**src/rspf_pkg.sv**
```systemverilog
package rspf_pkg;

   localparam int MAX_SLOTS  = 8192;
   localparam int MAXP_MIN   = 100;
   localparam int COORD_W    = 32;
   localparam int COEF_W     = 18;
   localparam int NUM_AXES   = 3;
   localparam int ROW_W      = COEF_W * NUM_AXES;
   localparam int RSQ_W      = 63;
   localparam int SQ_W       = 2 * COORD_W;
   localparam int MAXP_W     = 14;
   localparam int SLOT_W     = 13;
   localparam int CNT_W      = 32;
   localparam int BIT_IDX_W  = 5;
   localparam int PROD_W     = COORD_W + COEF_W;
   localparam int SUM_W      = PROD_W + 2;
   localparam int FRAC_W     = 16;
   localparam int Q_W        = SUM_W - FRAC_W;
   localparam int ROUND_HALF = 32768;
   localparam int QDEPTH     = 4;
   localparam int QPTR_W     = 2;
   localparam int QCNT_W     = 3;
   localparam int CSR_IDX_W  = 3;
   localparam int CSR_DATA_W = 63;
   localparam int STATUS_W   = 3;

   localparam logic [ROW_W-1:0]         ROT_ROW0_RST   = ROW_W'(65536);
   localparam logic [ROW_W-1:0]         ROT_ROW1_RST   = ROW_W'(65536) << COEF_W;
   localparam logic [ROW_W-1:0]         ROT_ROW2_RST   = ROW_W'(65536) << (2 * COEF_W);
   localparam logic signed [COORD_W-1:0] HEIGHT_MIN_RST = -32'sd22938;
   localparam logic signed [COORD_W-1:0] HEIGHT_MAX_RST = 32'sd55706;
   localparam logic [RSQ_W-1:0]         MIN_RSQ_RST    = 63'd526133493;
   localparam logic [RSQ_W-1:0]         MAX_RSQ_RST    = 63'd618475290624;
   localparam logic [MAXP_W-1:0]        MAXP_RST       = 14'd8000;

   typedef enum logic [STATUS_W-1:0] {
      ST_STORED   = 3'd0,
      ST_INVALID  = 3'd1,
      ST_HEIGHT   = 3'd2,
      ST_RANGE    = 3'd3,
      ST_OVERFLOW = 3'd4
   } status_type;

   typedef enum logic [CSR_IDX_W-1:0] {
      CSR_ROT_ROW0     = 3'd0,
      CSR_ROT_ROW1     = 3'd1,
      CSR_ROT_ROW2     = 3'd2,
      CSR_HEIGHT_MIN   = 3'd3,
      CSR_HEIGHT_MAX   = 3'd4,
      CSR_MIN_RANGE_SQ = 3'd5,
      CSR_MAX_RANGE_SQ = 3'd6,
      CSR_MAX_POINTS   = 3'd7
   } csr_index_type;

   typedef struct packed {
      status_type                 status;
      logic signed [COORD_W-1:0]  x;
      logic signed [COORD_W-1:0]  y;
      logic signed [COORD_W-1:0]  z;
      logic                       first;
      logic                       last;
   } point_type;

   typedef struct packed {
      logic [NUM_AXES-1:0][ROW_W-1:0] rot;
      logic [COORD_W-1:0]             height_min;
      logic [COORD_W-1:0]             height_max;
      logic [RSQ_W-1:0]               min_range_sq;
      logic [RSQ_W-1:0]               max_range_sq;
   } front_cfg_type;

endpackage

```
**src/rspf_queue.sv**
```systemverilog
module rspf_queue import rspf_pkg::*; (
   input  logic      clock,
   input  logic      reset,
   input  logic      push_valid,
   output logic      push_ready,
   input  point_type push_point,
   output logic      pop_valid,
   input  logic      pop_ready,
   output point_type pop_point
);

   point_type          entries_ff [QDEPTH];
   logic [QPTR_W-1:0]  wr_ptr_ff, rd_ptr_ff;
   logic [QCNT_W-1:0]  count_ff, count_in;
   logic               do_push, do_pop;

   assign push_ready = (count_ff != QCNT_W'(QDEPTH));
   assign pop_valid  = (count_ff != '0);
   assign pop_point  = entries_ff[rd_ptr_ff];
   assign do_push    = push_valid && push_ready;
   assign do_pop     = pop_valid && pop_ready;
   assign count_in   = count_ff + QCNT_W'(do_push) - QCNT_W'(do_pop);

   always_ff @(posedge clock) begin
      if (reset) begin
         wr_ptr_ff <= '0;
         rd_ptr_ff <= '0;
         count_ff  <= '0;
      end else begin
         count_ff <= count_in;
         if (do_push) begin
            wr_ptr_ff <= wr_ptr_ff + 1'b1;
         end
         if (do_pop) begin
            rd_ptr_ff <= rd_ptr_ff + 1'b1;
         end
      end
   end

   always_ff @(posedge clock) begin
      if (do_push) begin
         entries_ff[wr_ptr_ff] <= push_point;
      end
   end

endmodule

```
**config.mk**
```make
export PLATFORM = sky130hd
export DESIGN_NAME = rspf_queue
export DESIGN_NICKNAME = d
export VERILOG_FILES = /design/src/rspf_pkg.sv /design/src/rspf_queue.sv
export SDC_FILE = /design/constraint.sdc
export NUM_CORES = 1
export LEC_CHECK = 0
export ABC_AREA = 1
export BUFFER_PORTS_ARGS = -buffer_cell sky130_fd_sc_hd__buf_2
export CAP_MARGIN = 15
export CORE_UTILIZATION = 62
export DETAILED_ROUTE_END_ITERATION = 6
export PLACE_DENSITY = 0.85
export SLEW_MARGIN = 20
export SYNTH_ARGS = -nofsm -noshare
export SYNTH_HDL_FRONTEND = slang
export SYNTH_SLANG_ARGS = --single-unit
```
**constraint.sdc**
```tcl
create_clock -name clock -period 15.1 [get_ports clock]
set_clock_uncertainty 0.1 [all_clocks]
set_input_delay 0.755 -clock clock [delete_from_list [all_inputs] [get_ports clock]]
set_output_delay 0.755 -clock clock [all_outputs]
set_load 0.03 [all_outputs]
```
# Yosys cells after proc, flatten, opt, wreduce, memory -nomap -nowiden
# Memories as Yosys holds them, arrays and structs flattened. A register that Yosys moved wholly into a read port is not among the register bits.
# Cells that the tools add are included.
# totals
elab_cells,16
out_inout_bits,103
memories,1
mem_bits_rw,404
in_bits,105
reg_bits,7
# classes
reduce_logical,3
mux,4
n_addsub,4
n_eq_ne,1
# mem_list
memory,depth,width,read_ports,rd_ports_with_merged_regs,wr,line,text
entries_ff,4,101,1,1,1,rspf_queue.sv:12,point_type entries_ff [QDEPTH];
# ops
op,count
2-bit by 1-bit adder with 2-bit output (second input constant),2
2-bit 2-to-1 mux,2
3-bit by 1-bit adder with 3-bit output,1
3-bit inequality test (second input constant),1
3-bit nonzero test,1
3-bit by 1-bit subtractor with 3-bit output,1
1-bit logical AND,2
1-bit 2-to-1 mux,2

# Depth between registers and ports, before layout
# depth
word_depth,4
mapped_depth,10
ltp_nobuf,10

# Least setup slack after synthesis
# Ideal clock, no wire load.
# synth_timing
kind,register to register
startpoint,register count_ff[1]
endpoint,memory entries_ff[0][0] (netlist bit) (enable)
required_ps,14438
arrival_time_ps,5181
n_path_buf,0
path_slack_ps,9257
stages_incl_launch_ff,5
setup_time_ps,562
path_cell_list,dfxtp_1 -> nor2_1 -> nand2_1 -> nand2_1 -> nor2_1
# synth_via
elab_chain_len,4
# synth_lines
element,line,text
from (decl),rspf_queue.sv:14,"logic [QCNT_W-1:0] count_ff, count_in;"
from (signal assigned),rspf_queue.sv:30,count_ff <= count_in;
3-bit inequality test,rspf_queue.sv:17,assign push_ready = (count_ff != QCNT_W'(QDEPTH));
via push_ready,rspf_queue.sv:5,"output logic push_ready,"
1-bit logical AND,rspf_queue.sv:20,assign do_push = push_valid && push_ready;
1-bit 2-to-1 mux,rspf_queue.sv:41,if (do_push) begin
1-bit 2-to-1 mux (not written as such),rspf_queue.sv:42,entries_ff[wr_ptr_ff] <= push_point;
to (decl),rspf_queue.sv:12,
# The timed path passes the listed nets, and every way through them passes these cells.

==> summary.md <==
| Metric | Value |
|---|---|
| Post-synth top area cell | edfxtp_1 |
| WS Path Type | flip-flop to output port |
| Setup TNS | 0 ps |
| Crit path top cell by count | buf_4 |
| Max stage delay on crit path | 900 ps |
| Layout cell share with drive strength beyond 1 | 0.354 |
| Drt wl/cell | 20.4 um |
| Worst VDD drop | 144 uV |
| WL final | 32,600 um |
| Slowest CP cell | buf_4 |
| Crit-path max FO | 83 |
| Die Span X | 164 um |
| Starting DRT DRC Count | 880 |
| Fin area | 18,600 um^2 |
| FMAX | 0.218 GHz |
| Post-synthesis cell area | 16,200 um^2 |
| Seq/Total Area, Yosys | 0.758 |
| Max-cap violation count | 0 |
| RR Startpoint | count_ff[1] |
| Post-CTS setup buffer count | 0 |
| Post-DP HPWL | 17,900 um |
| Antenna viol nets, final | 0 |
| Clock transition at the registers of the reported paths | 60 ps |
| PwrDens | 181 nW/um^2 |
| Leak pwr | 6.48 nW |
| Core Box Area | 25,500 um^2 |
| Longest Clk Path Bufs | 3 |
| Final number of hold-violating endpoints | 0 |
| Post-route minimum period | 4590 ps |
| CTS tree | yes |
| Synth top cells by count | edfxtp_1 (404), nor2_1 (135), o21ai_0 (121) |
| Syn. warnings | 0 |
| WP depth | 5 |
| Worst path top cell family by delay | buffers and inverters |
| Wire length on met3 | 2560 um |
| Worst r2r path cells | 6 |
| Path type of the worst min-delay path | primary input to flip-flop |
| CP startpoint kind | flip-flop |
| Yosys cell types | 21 |
| CTS resizes | 0 |
| P&R area growth vs syn | 14.7% |
| Status | finished clean |
| Top layer in use | met5 |
| Vias in the first global route | 9,411 |
| Hold Crit Depth | 2 |
| # port buffers | 207 |
| CTS root buffer | clkbuf_16 |
| Share of the synthesized area in the top cell type | 0.747 |
| Syn Inst Count | 1,042 |
| Cell Rows | 58 |
| Remaining DRCs | 0 |
| Pre-antenna DRT Iters | 5 |
| Worst-path cell chain | buf_4, buf_4, o21ai_0, o22ai_2, buf_2 |
| # H-tree levels | 2 |
| GRT overflow | 0 |
| Hold Buf Count CTS | 0 |
| FF+latch count, synth | 413 |
| Mapped Nets | 1,154 |
| Initial Util | 0.638 |
| Met1 wire length | 13,500 um |
| Hold path start | reset |
| Post-DP Area | 17,300 um^2 |
| Most common cell in the netlist | edfxtp_1 |
| Slew HR | 0.282 |
| Worst-Skew Late Latency | 530 ps |
| Top_reg_cell synth | edfxtp_1 |
| Post-synthesis async set-or-reset flop share | 0 |
| Routed via count | 9,442 |
| Die area | 26,900 um^2 |
| Largest net degree at the start of global routing | 134 |
| Sink Count | 413 |
| WP data required | 14,240 ps |
| Number of flops mapped to enable cells by yosys | 404 |
| Io pins | 208 |
| Worst Max-Slew Pin Slew | 1080 ps |
| Critical path endpoint category | output port |
| GPL Wtd Cong | 0.734 |
| Unrepaired setup endpoints after global routing | no |
| Initial antenna violation count | 5 |
| Period utilization | 0.304 |
| CP bufs+invs | 3 |
| GRT Util Overall | 0.244 |
| Slew Viols, Final | 0 |
| Synth top area cells | edfxtp_1 (75%), o22ai_2 (6.2%), o21ai_0 (3.7%) |
| Nets | 1,350 |
| Routed met2 length | 15,800 um |
| Post-DR vias/cell | 5.89 |
| CTS buffer count | 40 |
| First-pass GRT wire length | 49,400 um |
| CP Data Arrival Time | 3730 ps |
| Avg Inst Size Synth | 15.6 um^2 |
| Die Y | 164 um |
| # setup viols final | 0 |
| Final Power | 3.37 mW |
==> flip-flops by register name, indices dropped and copies added (netlist names), named ones only <==
register,cells
rd_ptr_ff,2
wr_ptr_ff,2
entries_ff,404
count_ff,3
==> power by group <==
part	switching, mW	leakage [nW]	internal (mW)
clock network	0.395	0.651	0.598
registers	0.0469	3.78	1.40
logic	0.681	2.05	0.255
total	1.12	6.48	2.25
==> per-stage QoR <==
step                      instances  utilization  hold WS [ps]  setup slack, ps
final                          1602        0.732           307            10510
after global routing           1600        0.732           310            10230
after CTS                      1597        0.731           300            10440
after detailed placement       1526        0.679           391            11010
after global placement         1526        0.679           365            11090
after floorplan                1042            -           348             9260
==> logic make-up after synthesis <==
logic type,after synthesis,synth area share
and+or+nand+nor,230,0.0657
DFF,413,0.758
AOI/OAI and AO/OA,310,0.134
adders and majority gates,7,0.00585
buffers and inverters,82,0.0361
==> cell type report <==
class                           instances  area (um^2)
Fill cell                            1531         6830
Multi-Input combinational cell        547         3380
Clock inverter                         26          278
Timing Repair Buffer                  220         1130
Clock buffer                           45         1040
Sequential cell                       413        12300
Antenna cell                            5         12.5
Inverter                               16         66.3
Tap cell                              330          413
==> per-layer routing <==
metal  GRT usage  up-vias
li1            -     4318
met1       0.329     4709
met2       0.397      346
met3      0.0505       67
met4      0.0863        2
met5           0        -
==> cell usage in the layout (no fill, tap or decap) <==
| cell | count |
|---|---|
| diode_2 | 5 |
| o21ai_1 | 82 |
| nor2_1 | 131 |
| dfxtp_1 | 7 |
| bufinv_16 | 6 |
| nand2_1 | 12 |
| clkinv_2 | 13 |
| nor2_4 | 4 |
| a21oi_1 | 4 |
| buf_2 | 207 |
| inv_6 | 1 |
| clkbuf_16 | 41 |
| fa_1 | 1 |
| ha_1 | 6 |
| buf_4 | 13 |
| dfxtp_4 | 2 |
| clkbuf_1 | 4 |
| o22ai_1 | 21 |
| o22ai_2 | 80 |
| nor2_2 | 80 |
| clkinv_1 | 6 |
| nand3_1 | 3 |
| o21ai_0 | 121 |
| edfxtp_1 | 404 |
| inv_1 | 14 |
| clkinvlp_4 | 2 |
| a21boi_0 | 2 |
==> worst register-to-register path, delay by kind of cell, from the launching register on <==
| family | cells | cell delay (ps) |
|---|---|---|
| flip-flops | 1 | 400 |
| buffers and inverters | 2 | 1440 |
| AND/OR/NAND/NOR | 4 | 740 |
==> path summary, 6_finish.rpt <==
check,end,slack [ps]
worst max-delay path,pop_point[66],10510
worst max register to register,entries_ff[1][53],12020
worst min-delay path,count_ff[0],310
worst min register to register,flip-flop,410
(Power assumes the default switching activity.)
