## config.mk

```make
export PLATFORM = sky130hd
export DESIGN_NAME = rspf_back
export DESIGN_NICKNAME = d
export VERILOG_FILES = /design/src/rspf_pkg.sv /design/src/rspf_back.sv
export SDC_FILE = /design/constraint.sdc
export NUM_CORES = 1
export LEC_CHECK = 0
export ABC_AREA = 1
export ABC_CLOCK_PERIOD_IN_PS = 11200
export BUFFER_PORTS_ARGS = -buffer_cell sky130_fd_sc_hd__buf_2
export CAP_MARGIN = 20
export CORE_MARGIN = 3
export CORE_UTILIZATION = 56
export DETAILED_ROUTE_END_ITERATION = 10
export HOLD_SLACK_MARGIN = 0.08
export PLACE_DENSITY = 0.92
export SYNTH_ARGS = -nofsm -noshare
export SYNTH_HDL_FRONTEND = slang
export SYNTH_SLANG_ARGS = --single-unit
```

## constraint.sdc

```tcl
create_clock -name clock -period 11.2 [get_ports clock]
set_clock_uncertainty 0.1 [all_clocks]
set_input_delay 1.68 -clock clock [delete_from_list [all_inputs] [get_ports clock]]
set_output_delay 1.68 -clock clock [all_outputs]
set_load 0.03 [all_outputs]
```

## src/rspf_pkg.sv

```systemverilog
package rspf_pkg;

   localparam int MAX_SLOTS  = 8192;
   localparam int MAXP_MIN   = 100;
   localparam int COORD_W    = 32;
   localparam int COEF_W     = 18;
   localparam int NUM_AXES   = 3;
   localparam int ROW_W      = COEF_W * NUM_AXES;
   localparam int RSQ_W      = 63;
   localparam int SQ_W       = 2 * COORD_W;
   localparam int MAXP_W     = 14;
   localparam int SLOT_W     = 13;
   localparam int CNT_W      = 32;
   localparam int BIT_IDX_W  = 5;
   localparam int PROD_W     = COORD_W + COEF_W;
   localparam int SUM_W      = PROD_W + 2;
   localparam int FRAC_W     = 16;
   localparam int Q_W        = SUM_W - FRAC_W;
   localparam int ROUND_HALF = 32768;
   localparam int QDEPTH     = 4;
   localparam int QPTR_W     = 2;
   localparam int QCNT_W     = 3;
   localparam int CSR_IDX_W  = 3;
   localparam int CSR_DATA_W = 63;
   localparam int STATUS_W   = 3;

   localparam logic [ROW_W-1:0]         ROT_ROW0_RST   = ROW_W'(65536);
   localparam logic [ROW_W-1:0]         ROT_ROW1_RST   = ROW_W'(65536) << COEF_W;
   localparam logic [ROW_W-1:0]         ROT_ROW2_RST   = ROW_W'(65536) << (2 * COEF_W);
   localparam logic signed [COORD_W-1:0] HEIGHT_MIN_RST = -32'sd22938;
   localparam logic signed [COORD_W-1:0] HEIGHT_MAX_RST = 32'sd55706;
   localparam logic [RSQ_W-1:0]         MIN_RSQ_RST    = 63'd526133493;
   localparam logic [RSQ_W-1:0]         MAX_RSQ_RST    = 63'd618475290624;
   localparam logic [MAXP_W-1:0]        MAXP_RST       = 14'd8000;

   typedef enum logic [STATUS_W-1:0] {
      ST_STORED   = 3'd0,
      ST_INVALID  = 3'd1,
      ST_HEIGHT   = 3'd2,
      ST_RANGE    = 3'd3,
      ST_OVERFLOW = 3'd4
   } status_type;

   typedef enum logic [CSR_IDX_W-1:0] {
      CSR_ROT_ROW0     = 3'd0,
      CSR_ROT_ROW1     = 3'd1,
      CSR_ROT_ROW2     = 3'd2,
      CSR_HEIGHT_MIN   = 3'd3,
      CSR_HEIGHT_MAX   = 3'd4,
      CSR_MIN_RANGE_SQ = 3'd5,
      CSR_MAX_RANGE_SQ = 3'd6,
      CSR_MAX_POINTS   = 3'd7
   } csr_index_type;

   typedef struct packed {
      status_type                 status;
      logic signed [COORD_W-1:0]  x;
      logic signed [COORD_W-1:0]  y;
      logic signed [COORD_W-1:0]  z;
      logic                       first;
      logic                       last;
   } point_type;

   typedef struct packed {
      logic [NUM_AXES-1:0][ROW_W-1:0] rot;
      logic [COORD_W-1:0]             height_min;
      logic [COORD_W-1:0]             height_max;
      logic [RSQ_W-1:0]               min_range_sq;
      logic [RSQ_W-1:0]               max_range_sq;
   } front_cfg_type;

endpackage

```

## src/rspf_back.sv

```systemverilog
module rspf_back import rspf_pkg::*; (
   input  logic                      clock,
   input  logic                      reset,
   input  logic                      q_valid,
   output logic                      q_pop,
   input  point_type                 q_point,
   input  logic [MAXP_W-1:0]         mp,
   input  logic                      mp_load,
   output logic                      rsp_valid,
   input  logic                      rsp_ready,
   output logic [STATUS_W-1:0]       rsp_status,
   output logic [SLOT_W-1:0]         rsp_slot,
   output logic signed [COORD_W-1:0] rsp_out_x,
   output logic signed [COORD_W-1:0] rsp_out_y,
   output logic signed [COORD_W-1:0] rsp_out_z,
   output logic [MAXP_W-1:0]         rsp_stored_count,
   output logic                      rsp_cloud_done
);

   // res_ff tracks count_ff mod mp; rebuilt bit-serially after mp changes
   logic [CNT_W-1:0]     count_ff, count0, count1;
   logic [SLOT_W-1:0]    res_ff, res0, res1;
   logic [MAXP_W-1:0]    res_inc;
   status_type           status_in;
   logic [SLOT_W-1:0]    slot_in;
   logic [MAXP_W-1:0]    stored_in;

   logic                 div_busy_ff;
   logic [BIT_IDX_W-1:0] div_bit_ff;
   logic [SLOT_W-1:0]    div_rem_ff, div_rem_in;
   logic [MAXP_W-1:0]    div_shift;

   logic                 rsp_valid_ff;
   status_type           status_ff;
   logic [SLOT_W-1:0]    slot_ff;
   logic signed [COORD_W-1:0] x_ff, y_ff, z_ff;
   logic [MAXP_W-1:0]    stored_ff;
   logic                 done_ff;

   assign q_pop = q_valid && !div_busy_ff && (!rsp_valid_ff || rsp_ready);

   always_comb begin
      count0    = q_point.first ? '0 : count_ff;
      res0      = q_point.first ? '0 : res_ff;
      res_inc   = {1'b0, res0} + 1'b1;
      count1    = count0;
      res1      = res0;
      status_in = q_point.status;
      slot_in   = '0;
      if (q_point.status == ST_STORED) begin
         if (count0 != '1) begin
            count1 = count0 + 1'b1;
            res1   = (res_inc == mp) ? '0 : res_inc[SLOT_W-1:0];
         end
         if (count1 <= CNT_W'(mp)) begin
            slot_in = SLOT_W'(count1 - 1'b1);
         end else if (res1 == '0) begin
            status_in = ST_OVERFLOW;
         end else begin
            slot_in = res1 - 1'b1;
         end
      end
      stored_in = (count1 < CNT_W'(mp)) ? MAXP_W'(count1) : mp;
   end

   assign div_shift  = {div_rem_ff, count_ff[div_bit_ff]};
   assign div_rem_in = (div_shift >= mp) ? SLOT_W'(div_shift - mp) : SLOT_W'(div_shift);

   always_ff @(posedge clock) begin
      if (reset) begin
         count_ff    <= '0;
         res_ff      <= '0;
         div_busy_ff <= 1'b0;
         div_bit_ff  <= '0;
         div_rem_ff  <= '0;
      end else if (mp_load) begin
         div_busy_ff <= 1'b1;
         div_bit_ff  <= '1;
         div_rem_ff  <= '0;
      end else if (div_busy_ff) begin
         div_rem_ff <= div_rem_in;
         div_bit_ff <= div_bit_ff - 1'b1;
         if (div_bit_ff == '0) begin
            res_ff      <= div_rem_in;
            div_busy_ff <= 1'b0;
         end
      end else if (q_pop) begin
         count_ff <= count1;
         res_ff   <= res1;
      end
   end

   always_ff @(posedge clock) begin
      if (reset) begin
         rsp_valid_ff <= 1'b0;
      end else if (q_pop) begin
         rsp_valid_ff <= 1'b1;
      end else if (rsp_ready) begin
         rsp_valid_ff <= 1'b0;
      end
   end

   always_ff @(posedge clock) begin
      if (q_pop) begin
         status_ff <= status_in;
         slot_ff   <= slot_in;
         x_ff      <= q_point.x;
         y_ff      <= q_point.y;
         z_ff      <= q_point.z;
         stored_ff <= stored_in;
         done_ff   <= q_point.last;
      end
   end

   assign rsp_valid        = rsp_valid_ff;
   assign rsp_status       = status_ff;
   assign rsp_slot         = slot_ff;
   assign rsp_out_x        = x_ff;
   assign rsp_out_y        = y_ff;
   assign rsp_out_z        = z_ff;
   assign rsp_stored_count = stored_ff;
   assign rsp_cloud_done   = done_ff;

endmodule

```

* Yosys cells after proc, flatten, opt, wreduce, memory -nomap -nowiden
Index checks and enable logic that the tools add are counted.
** Word-level totals
- Input bits :: 120
- Flip-flop bits (word level) :: 192
- Memories kept :: 0
- Latch bits :: 0
- Output and inout bits :: 129
- Memory bits (writable) :: 0
- Logic and storage cells :: 70
- Bits in read-only memories :: 0
** Operators by class
- Reductions and logical operators :: 14
- Bitwise operators :: 2
- Shifts and indexed selects :: 0
- $mul :: 0
- Add/sub/neg operators :: 6
- Equal/unequal tests :: 3
- Div/mod/pow operators :: 0
- Multiplexer cells :: 28
- Magnitude comparators :: 4
** Operator list (number)
- 13-bit 2-to-1 mux :: 11
- 32-bit 2-to-1 mux :: 4
- 32-bit by 1-bit adder with 32-bit output (second input constant) :: 1
- 32-bit by 14-bit <= comparator with 1-bit output :: 1
- 32-bit by 14-bit less-than comparator with 1-bit output :: 1
- 32-bit inequality test (second input constant) :: 1
- 13-bit by 1-bit subtractor with 13-bit output (second input constant) :: 2
- 13-bit by 1-bit adder with 14-bit output (second input constant) :: 1
- 14-bit == test :: 1
- 14-bit >= comparator :: 1
- 14-bit 2-to-1 mux :: 1
- 13-bit zero test :: 1
- 13-bit subtractor :: 1
- 5-bit 2-to-1 mux :: 2
- 3-bit 2-to-1 mux :: 3
- 5-bit by 6-bit less-than comparator with 1-bit output (second input constant) :: 1
- 1-bit 2-to-1 mux :: 6
- 3-bit AND reduction :: 2
- 2-bit nonzero test :: 3
- 1-bit binary-select mux with 5-bit select :: 1
- 5-bit zero test :: 1
- 5-bit by 1-bit subtractor with 5-bit output (second input constant) :: 1
- 3-bit zero test :: 1
- 1-bit logical AND :: 2
- other kinds (5) :: 7

* Longest topological paths before layout
Gate-level depths: netlist (run 1).
- Depth after elaboration :: 10
- Depth in mapped cells :: 31
- Depth with buffers taken out :: 27

* Worst setup path after synthesis (run 1)
OpenSTA, ideal clock, no wires.
- Path type :: input -> register
- Start :: in rsp_ready
- End :: reg res_ff[10]
- Library setup time :: 0.116 ns
- Arrival :: 9.396 ns
- Stages :: 8
- Path slack :: 1.588 ns
- Buffers on the path :: 1
- Required time :: 10.984 ns
- Path through :: nor2_1 -> nor2_1 -> nand2_1 -> nand2_1 -> clkbuf_1 -> nand3_1 -> o211ai_1 -> inv_1
** On the way
- Longest elaborated chain between the ends :: 4
** Ends and longest elaborated chain
- from (decl) :: line rspf_back.sv:10 : input logic rsp_ready,
- 1-bit logical OR :: line rspf_back.sv:40 : assign q_pop = q_valid && !div_busy_ff && (!rsp_valid_ff || rsp_ready);
- 1-bit logical AND :: line rspf_back.sv:40
- via q_pop :: line rspf_back.sv:5 : output logic q_pop,
- 2-bit nonzero test (no source line)
- 3-bit AND reduction (no source line)
- to (signal assigned) :: line rspf_back.sv:84 : res_ff <= div_rem_in;
- to (signal assigned) :: line rspf_back.sv:89 : res_ff <= res1;
- to (decl) :: line rspf_back.sv:22 : logic [SLOT_W-1:0] res_ff, res0, res1;
The timed path passes the listed nets, and every way through them passes these cells.
A chain may end at the register's enable or synchronous reset.

* Worst setup path after layout (run 1)
- Start :: in q_point[1] in the netlist's numbering
- End :: reg stored_ff[11], in the netlist rsp_stored_count[11] (data pin)
** On the way
- Longest elaborated chain between the ends :: 7
- Elaborated cells on any way between the ends :: 8
- Those cells by class :: 1 x add/sub; 1 x order compare; 1 x eq/ne; 5 x mux
** Ends and longest elaborated chain
- from (decl) :: line rspf_back.sv:6 : input point_type q_point,
- 32-bit 2-to-1 mux * :: line rspf_back.sv:43 : count0 = q_point.first ? '0 : count_ff;
- 32-bit by 1-bit adder with 32-bit output / 32-bit inequality test (equally long branches) :: line rspf_back.sv:52, rspf_back.sv:51
- 32-bit 2-to-1 mux :: line rspf_back.sv:51 : if (count0 != '1) begin
- 32-bit 2-to-1 mux :: line rspf_back.sv:50 : if (q_point.status == ST_STORED) begin
- 32-bit 2-to-1 mux * :: line rspf_back.sv:50
- via count1[4] :: line rspf_back.sv:21 : logic [CNT_W-1:0] count_ff, count0, count1;
- 32-bit by 14-bit less-than comparator with 1-bit output * :: line rspf_back.sv:63 : stored_in = (count1 < CNT_W'(mp)) ? MAXP_W'(count1) : mp;
- 14-bit 2-to-1 mux * :: line rspf_back.sv:63
- via stored_in[11] :: line rspf_back.sv:26 : logic [MAXP_W-1:0] stored_in;
- to (signal assigned) :: line rspf_back.sv:110 : stored_ff <= stored_in;
- to (decl) :: line rspf_back.sv:37 : logic [MAXP_W-1:0] stored_ff;
Mark *: on every way through the listed nets, which the timed path passes. The rest lies on a longest branch. The select of a mux whose other input is x is not followed.

==> impl_metrics.csv, run 1 <==
group,metric,value,unit
outcome,status,"finished clean",
cells_and_area,multi_input_area,0.00565,mm2
global_routing,grt_pass1_wl,58100,um
critical_path,worstSetupEndpointType,"flip-flop",
cts,cts_tree,"built",
global_routing,grt_max_degree,76,
critical_path,critical_path_required,11.28,ns
critical_path,arrival,6.75,ns
place,gp_congestion,0.992,
cts,cts_setup_buffers,0,
place,dp_slack,4.46,ns
drt,num_vias,11600,
cts,h-tree-depth,4,
global_routing,grt_usage,33.4,%
timing,clock.fmax,150,MHz
yosys,ys_seq_area_share,43.7,%
cells_and_area,drive_gt1_share,20.4,%
worst_hold_path,hp-class,"reg2reg",
cts,hold_buffers,0,
critical_path,r2r_start,"div_bit_ff[0]",
cts,cts_root_buffer,"clkbuf_16",
cts,clk_path_buf_depth,2,
cts,clock_latency,0.44,ns
flow_run,max_cap_violations,0,
timing,setup_viol,0,
timing,hold_viol_final,0,
timing,worstMarginPinSlew,1.03,ns
power_and_ir_drop,powerDensity,132,mW/mm2
power_and_ir_drop,seq_power_share,46.2,%
critical_path,worstPathCellList,"buf_2, clkinv_4, nand2_1, inv_1, ha_1, inv_1, nor3_2, nand2_1, nor2_1, nand2_2, inv_2, nor2_1, inv_1, o21ai_0, inv_1, ha_1, a21oi_1, nor2_1, a211oi_1, nand2_1, nand2_2, nand3_4, nand2_1, nand2_1",
cells_and_area,layout_commonest_cell,"nand2_1",
cts,cts-resized-gates,0,
yosys,syn_inst,1481,
cells_and_area,nets,1868,
worst_hold_path,worstHoldStart,"div_bit_ff[4]",
critical_path,crit_top_cell,"nand2_1",
worst_hold_path,hold_depth,2,
floorplanning,core_area,0.0204,mm2
yosys,synth_area,0.0117,mm2
yosys,synth-main-ff-cell,"edfxtp_1",
drt,post-route-drc-count,0,
yosys,synth-seq-cells,192,
power_and_ir_drop,p_leak,6.13,nW
floorplanning,die_y,151,um
drt,routed_wl,39200,um
drt,routedWlPerCell,19.7,um
power_and_ir_drop,irDropWorstVdd,0.0915,mV
place,port_buffers,248,
cts,path_clk_slew,0.08,ns
power_and_ir_drop,pwr-share-clk,34.4,%
critical_path,crit_type,"in2reg",
yosys,synth_edf_count,127,
floorplanning,start_util,57.5,%
critical_path,slowest_delay,0.62,ns
cells_and_area,areaGrowthSynthToFinish,16.7,%
floorplanning,fp-row-count,52,
cells_and_area,layout_common_cells,"nand2_1 (316), buf_2 (248), nor2_1 (159)",
place,dp_hpwl,29800,um
critical_path,crit_fanout,36,
drt,dr.pass1.iters,7,
critical_path,startpoint,"q_point[1]",
timing,layout_setup_ws,4.53,ns
cts,cts_sinks,192,
timing,rsz0062_at_grt,"false",
drt,detail_route.vias_per_cell,5.85,
timing,fin_crit,6.67,ns
power_and_ir_drop,power_frac_comb,19.3,%
critical_path,critPathSlowestCell,"buf_2",
cells_and_area,final.fill_count,1711,
global_routing,antenna_found_initial,3,
global_routing,gr-total-overflow,0,
drt,first_iter_violations,1391,
floorplanning,die-area,0.0227,mm2
yosys,synth_fp_nets,1650,
power_and_ir_drop,swShare,33.2,%
power_and_ir_drop,p_int,1.21,mW
yosys,syn_avg_cell_area,7.90,um2
yosys,ys_types,51,
place,post_dp_cell_area,0.0130,mm2
drt,ant_nets,0,
cts,cts_buffers,17,
yosys,ys_async_sr_fraction,0,%
floorplanning,die_x,151,um
cells_and_area,seq_area,0.00511,mm2
timing,finalMaxSlewViolations,0,
yosys,yosysWarnings,0,
cells_and_area,final_area,0.0137,mm2
critical_path,startpoint_type,"primary input",
timing,period_share,59.6,%
critical_path,ff2ff_path_depth,17,
timing,tns,0,ns
global_routing,grt_pass1_vias,10600,
power_and_ir_drop,switchingPower,599,uW
floorplanning,pin_count,249,
timing,relSlewSlack,31.0,%
[power by group through the flow]
stage / clock network (mW) / registers (mW) / logic (mW)
2_1_floorplan: 0 / 0.908 / 0.177
3_3_place_gp: 0 / 0.850 / 0.331
3_5_place_dp: 0 / 0.850 / 0.339
4_1_cts: 0.626 / 0.835 / 0.342
5_1_grt: 0.656 / 0.840 / 0.378
6_report: 0.622 / 0.836 / 0.349
[cells by family after synthesis]
group / Yosys count / share of synthesized area [%]
AO/OA/AOI/OAI: 282 / 13.2
XOR/XNOR: 44 / 3.29
adder cells (fa/ha/maj): 49 / 5.30
buffers and inverters: 224 / 8.09
flip-flops: 192 / 43.7
multiplexers: 1 / 0.0855
AND/OR/NAND/NOR: 689 / 26.3
[state kept, by name, indices dropped and copies added (netlist names)]
register	flops
count_ff	32
div_bit_ff	5
div_busy_ff	1
div_rem_ff	13
res_ff	13
rsp_cloud_done	1
rsp_out_x	32
rsp_out_y	32
rsp_out_z	32
rsp_slot	13
rsp_status	3
rsp_stored_count	14
rsp_valid	1
[metal layers]
metal | GRT usage [%] | wire, um
met1 | 43.0 | 14400
met5 | 0 | 0
met4 | 14.5 | 1670
met3 | 9.15 | 5510
met2 | 52.9 | 17600
[critical path, delay by kind of cell]
family / cells / cell delay, ns
and+or+nand+nor: 12 / 2.02
buffers and inverters: 7 / 1.76
adders and majority gates: 2 / 0.46
AOI/OAI and AO/OA: 3 / 0.79
[cell usage after synthesis (2+ instances only)]
cell type | instances | share of area, %
clkinv_1 | 2 | 0.064
a31oi_1 | 11 | 0.59
inv_2 | 11 | 0.35
xor2_1 | 31 | 2.3
nor2_4 | 5 | 0.48
nand3b_1 | 2 | 0.13
o22ai_1 | 4 | 0.21
nor4_1 | 3 | 0.16
buf_6 | 7 | 0.67
xnor2_1 | 13 | 0.97
o21ai_0 | 114 | 4.9
o211ai_1 | 25 | 1.6
clkbuf_1 | 36 | 1.2
a21oi_1 | 101 | 4.3
buf_8 | 2 | 0.26
or2_2 | 2 | 0.11
nor2_1 | 160 | 5.1
nor3_1 | 26 | 1.1
buf_4 | 6 | 0.38
nand2_2 | 7 | 0.37
nor2_2 | 20 | 1.1
o21ai_2 | 2 | 0.15
a211oi_1 | 3 | 0.19
nand2_1 | 316 | 10
edfxtp_1 | 127 | 33
nand3_1 | 98 | 4.2
ha_1 | 48 | 5.1
nand3_4 | 3 | 0.45
buf_2 | 3 | 0.13
nand4_1 | 36 | 1.9
o21ai_1 | 8 | 0.34
o21bai_1 | 7 | 0.45
nand3_2 | 3 | 0.26
nor3_2 | 3 | 0.26
inv_1 | 155 | 5.0
dfxtp_1 | 65 | 11
and2_1 | 2 | 0.11
[final timing paths]
check | endpoint | slack, ns
min reg2reg | div_bit_ff[4] | 0.39
min | div_bit_ff[4] | 0.39
max | rsp_stored_count[11] | 4.53
max reg2reg | res_ff[5] | 6.06
[per-stage QoR]
stage | hold WS [ns] | cells | util (%) | total power [mW]
after global placement | 0.359 | 1949 | 64.0 | 1.18
after CTS | 0.383 | 1981 | 66.9 | 1.80
after global routing | 0.400 | 1984 | 67.1 | 1.87
after detailed placement | 0.369 | 1949 | 64.0 | 1.19
after floorplan | 0.342 | 1481 | - | 1.08
final | 0.386 | 1985 | 67.1 | 1.81
[area by class of cell]
class                           instances  share of cell area, %
Inverter                              169                   4.68
Clock inverter                         15                   1.34
Multi-Input combinational cell       1065                   41.4
Tap cell                              270                   2.47
Clock buffer                           17                   3.11
Timing Repair Buffer                  254                   9.51
Sequential cell                       192                   37.4
Antenna cell                            3                 0.0550
Power figures use the tool's default switching activity.
==> inputs of run 2 (changes only) <==
--- a/config.mk
+++ b/config.mk
@@ -5,15 +5,15 @@
 export SDC_FILE = /design/constraint.sdc
 export NUM_CORES = 1
 export LEC_CHECK = 0
-export ABC_AREA = 1
-export ABC_CLOCK_PERIOD_IN_PS = 11200
+export ABC_AREA = 0
+export ABC_CLOCK_PERIOD_IN_PS = 6400
 export BUFFER_PORTS_ARGS = -buffer_cell sky130_fd_sc_hd__buf_2
 export CAP_MARGIN = 20
 export CORE_MARGIN = 3
 export CORE_UTILIZATION = 56
 export DETAILED_ROUTE_END_ITERATION = 10
 export HOLD_SLACK_MARGIN = 0.08
-export PLACE_DENSITY = 0.92
+export PLACE_DENSITY = 0.91
 export SYNTH_ARGS = -nofsm -noshare
 export SYNTH_HDL_FRONTEND = slang
 export SYNTH_SLANG_ARGS = --single-unit
==> constraint.sdc (replaced) <==
create_clock -name clock -period 6.4 [get_ports clock]
set_clock_uncertainty 0.1 [all_clocks]
set_input_delay 0.96 -clock clock [delete_from_list [all_inputs] [get_ports clock]]
set_output_delay 0.96 -clock clock [all_outputs]
set_load 0.03 [all_outputs]
==> run 2 against run 1 <==
Effect of this change:
- combinational power is 42% higher
- synthesized area increased by 5.3%
- non-clock buffer count rose by 33
- critical endpoint is now res_ff[10]
- sequential share of layout area fell by 2.1 points
- flip-flop and latch count stayed put
- critical path depth down 8
- largest cell class unchanged
- cell count down 7.6%
- clock-buffer cell count is the same
==> impl_metrics.csv, run 2 <==
group,metric,value,unit
cts,h-tree-depth,4,
timing,clock.fmax,175,MHz
cts,cts_sinks,192,
yosys,ys_seq_area_share,41.5,%
yosys,synth_area,0.0123,mm2
global_routing,grt_max_degree,56,
cts,cts_setup_buffers,0,
yosys,synth_compound_area_share,15.9,%
yosys,synth.largest_area_cell,"edfxtp_1",
cells_and_area,drive_gt1_share,24.5,%
timing,rsz0062_at_grt,"false",
cells_and_area,layout_commonest_cell,"buf_2",
critical_path,startpoint_type,"flip-flop",
yosys,ys_types,90,
critical_path,crit_fanout,18,
global_routing,gr-total-overflow,0,
yosys,yosysWarnings,0,
place,port_buffers,248,
critical_path,critical_path_required,6.61,ns
power_and_ir_drop,power_frac_comb,16.1,%
floorplanning,fp-row-count,53,
critical_path,slowest_delay,0.85,ns
critical_path,crit_type,"reg2reg",
timing,setup_viol,0,
cts,clk_path_buf_depth,2,
cells_and_area,final.fill_count,1689,
timing,worstMarginPinSlew,1.02,ns
yosys,synth_mux_area_share,4.52,%
cells_and_area,areaGrowthSynthToFinish,17.4,%
cts,path_clk_slew,0.08,ns
critical_path,critPathSlowestCell,"dfxtp_1",
timing,relSlewSlack,31.2,%
global_routing,grt_pass1_vias,11300,
floorplanning,pin_count,249,
yosys,synthAdderAreaFrac,5.04,%
cts,cts_root_buffer,"clkbuf_16",
cells_and_area,utilization,67.8,%
yosys,ys_async_sr_fraction,0,%
yosys,synth_xor_area_share,5.90,%
yosys,synth_common_cells,"nor2_1 (145), edfxtp_1 (127), a21oi_1 (100), nand2_1 (100), o21ai_0 (68)",
cts,cts_buffers,17,
critical_path,worstPathCellList,"mux4_2, mux4_2, mux2i_1, ha_1, fa_1, nor2b_1, o21ai_0, a21oi_1, o41ai_1, a21oi_1, o41ai_2, buf_4, nor2_1, a211oi_1, or3_1, a21oi_1",
floorplanning,core_area,0.0214,mm2
cts,clock_latency,0.46,ns
outcome,status,"finished clean",
global_routing,grt_usage,35.9,%
power_and_ir_drop,seq_power_share,46.7,%
yosys,synth-seq-cells,192,
cells_and_area,layout_common_cells,"buf_2 (248), nor2_1 (145), edfxtp_1 (127)",
yosys,post-synth-top-count-cell,"nor2_1",
cts,hold_buffers,0,
timing,fin_crit,5.73,ns
place,dp_hpwl,33700,um
power_and_ir_drop,switchingPower,982,uW
yosys,synth_edf_count,127,
power_and_ir_drop,swShare,31.8,%
yosys,synth_top_family_by_area,"simple AND/OR/NAND/NOR gates",
drt,routed_wl,44400,um
yosys,syn_avg_cell_area,9.27,um2
cts,cts-resized-gates,0,
yosys,syn_inst,1330,
critical_path,arrival,5.94,ns
power_and_ir_drop,pwr-share-clk,37.3,%
place,gp_congestion,1.07,
power_and_ir_drop,powerDensity,213,mW/mm2
timing,hold_viol_final,0,
floorplanning,die_x,154,um
drt,routedWlPerCell,24.2,um
yosys,synth-simple-area-share,22.8,%
cts,cts_tree,"built",
drt,num_vias,12000,
critical_path,critPathTopFamily,"compound AO/OA/AOI/OAI gates",
floorplanning,die-area,0.0238,mm2
floorplanning,die_y,154,um
drt,post-route-drc-count,0,
yosys,yosys.area.top_type_share,30.9,%
yosys,synth_fp_nets,1499,
cells_and_area,nets,1714,
power_and_ir_drop,p_leak,5.74,nW
critical_path,crit_top_cell,"a21oi_1",
critical_path,worstSetupEndpointType,"flip-flop",
worst_hold_path,hp-class,"reg2reg",
power_and_ir_drop,irDropWorstVdd,0.125,mV
timing,finalMaxSlewViolations,0,
critical_path,path_buf_inv,1,
drt,detail_route.vias_per_cell,6.56,
power_and_ir_drop,p_int,2.10,mW
global_routing,antenna_found_initial,4,
flow_run,max_cap_violations,0,
yosys,synth-main-ff-cell,"edfxtp_1",
drt,first_iter_violations,1742,
drt,dr.pass1.iters,6,
floorplanning,start_util,57.7,%
global_routing,grt_pass1_wl,66500,um
timing,tns,0,ns
timing,period_share,89.5,%
yosys,ys_top_cells_by_area,"edfxtp_1 (31%), dfxtp_1 (11%), ha_1 (4.9%)",
drt,ant_nets,0,
-- run 2: cell types whose count changed after synthesis, sizes merged, moves of 14 or more --
cell	delta
a211oi	+18
clkbuf	+23
inv	-130
mux2	+14
nand2	-222
nand3	-56
nor2	-38
nor2b	+34
nor3	+22
nor4	+21
o211ai	-21
o21ai	-54
o22ai	+15
xnor2	+41
-- run 2: stage by stage --
stage / setup WS (ns) / hold WS, ns / instance area [um2] / std cells / power (mW)
2_1_floorplan: 0.0294 / 0.367 / 12300 / 1330 / 1.77
3_3_place_gp: 0.530 / 0.376 / 13800 / 1801 / 1.94
3_5_place_dp: 0.445 / 0.389 / 13800 / 1801 / 1.95
4_1_cts: 0.837 / 0.404 / 14500 / 1833 / 3.09
5_1_grt: 0.370 / 0.448 / 14500 / 1835 / 3.18
6_report: 0.673 / 0.402 / 14500 / 1835 / 3.09
-- run 2: worst paths after layout --
check,start,end,slack (ns),cells after the start
worst max register to register,div_bit_ff[0],res_ff[10],0.67,16
worst min-delay path,rsp_valid,rsp_valid,0.40,2
worst max-delay path,div_bit_ff[0],res_ff[10],0.67,16
worst min register to register,rsp_valid,rsp_valid,0.40,2
-- run 2: routing by layer --
metal	GRT usage [%]	share of wire, %	up-vias
met5	0	0.063	-
met4	16.7	5.3	4
met3	10.0	12	173
met2	58.0	46	867
met1	44.7	37	5631
li1	-	-	5371
-- run 2: final cells by class --
| type | count | area [um2] | area share [%] |
|---|---|---|---|
| timing repair buffer | 287 | 1550 | 10.7 |
| clock inverter | 15 | 208 | 1.43 |
| clock buffer | 17 | 425 | 2.94 |
| inverter | 38 | 145 | 1.00 |
| antenna | 2 | 5.00 | 0.0346 |
| sequential | 192 | 5110 | 35.3 |
| tap | 275 | 344 | 2.38 |
| multi-input combinational | 1009 | 6690 | 46.2 |
-- run 2: power by group through the flow --
stage	Sequential, mW	Clock [mW]	Combinational [mW]
after CTS	1.44	1.16	0.488
after floorplan	1.55	0	0.224
after global routing	1.45	1.21	0.523
after detailed placement	1.47	0	0.486
final	1.44	1.15	0.496
after global placement	1.47	0	0.475
-- run 2: cell families (layout without fill, tap and decap cells) --
kind of cell	after synthesis	in the layout
and+or+nand+nor	529	529
DFF	192	192
AOI/OAI and AO/OA	310	310
other	0	2
adders and majority gates	49	49
buffers and inverters	129	357
xor gates and xnor gates	83	83
muxes	38	38
-- run 2: worst min-delay path: stages (launching register included) --
cell	delay (ns)
dfxtp_1	0.32
nand2b_1	0.08
a21oi_1	0.06
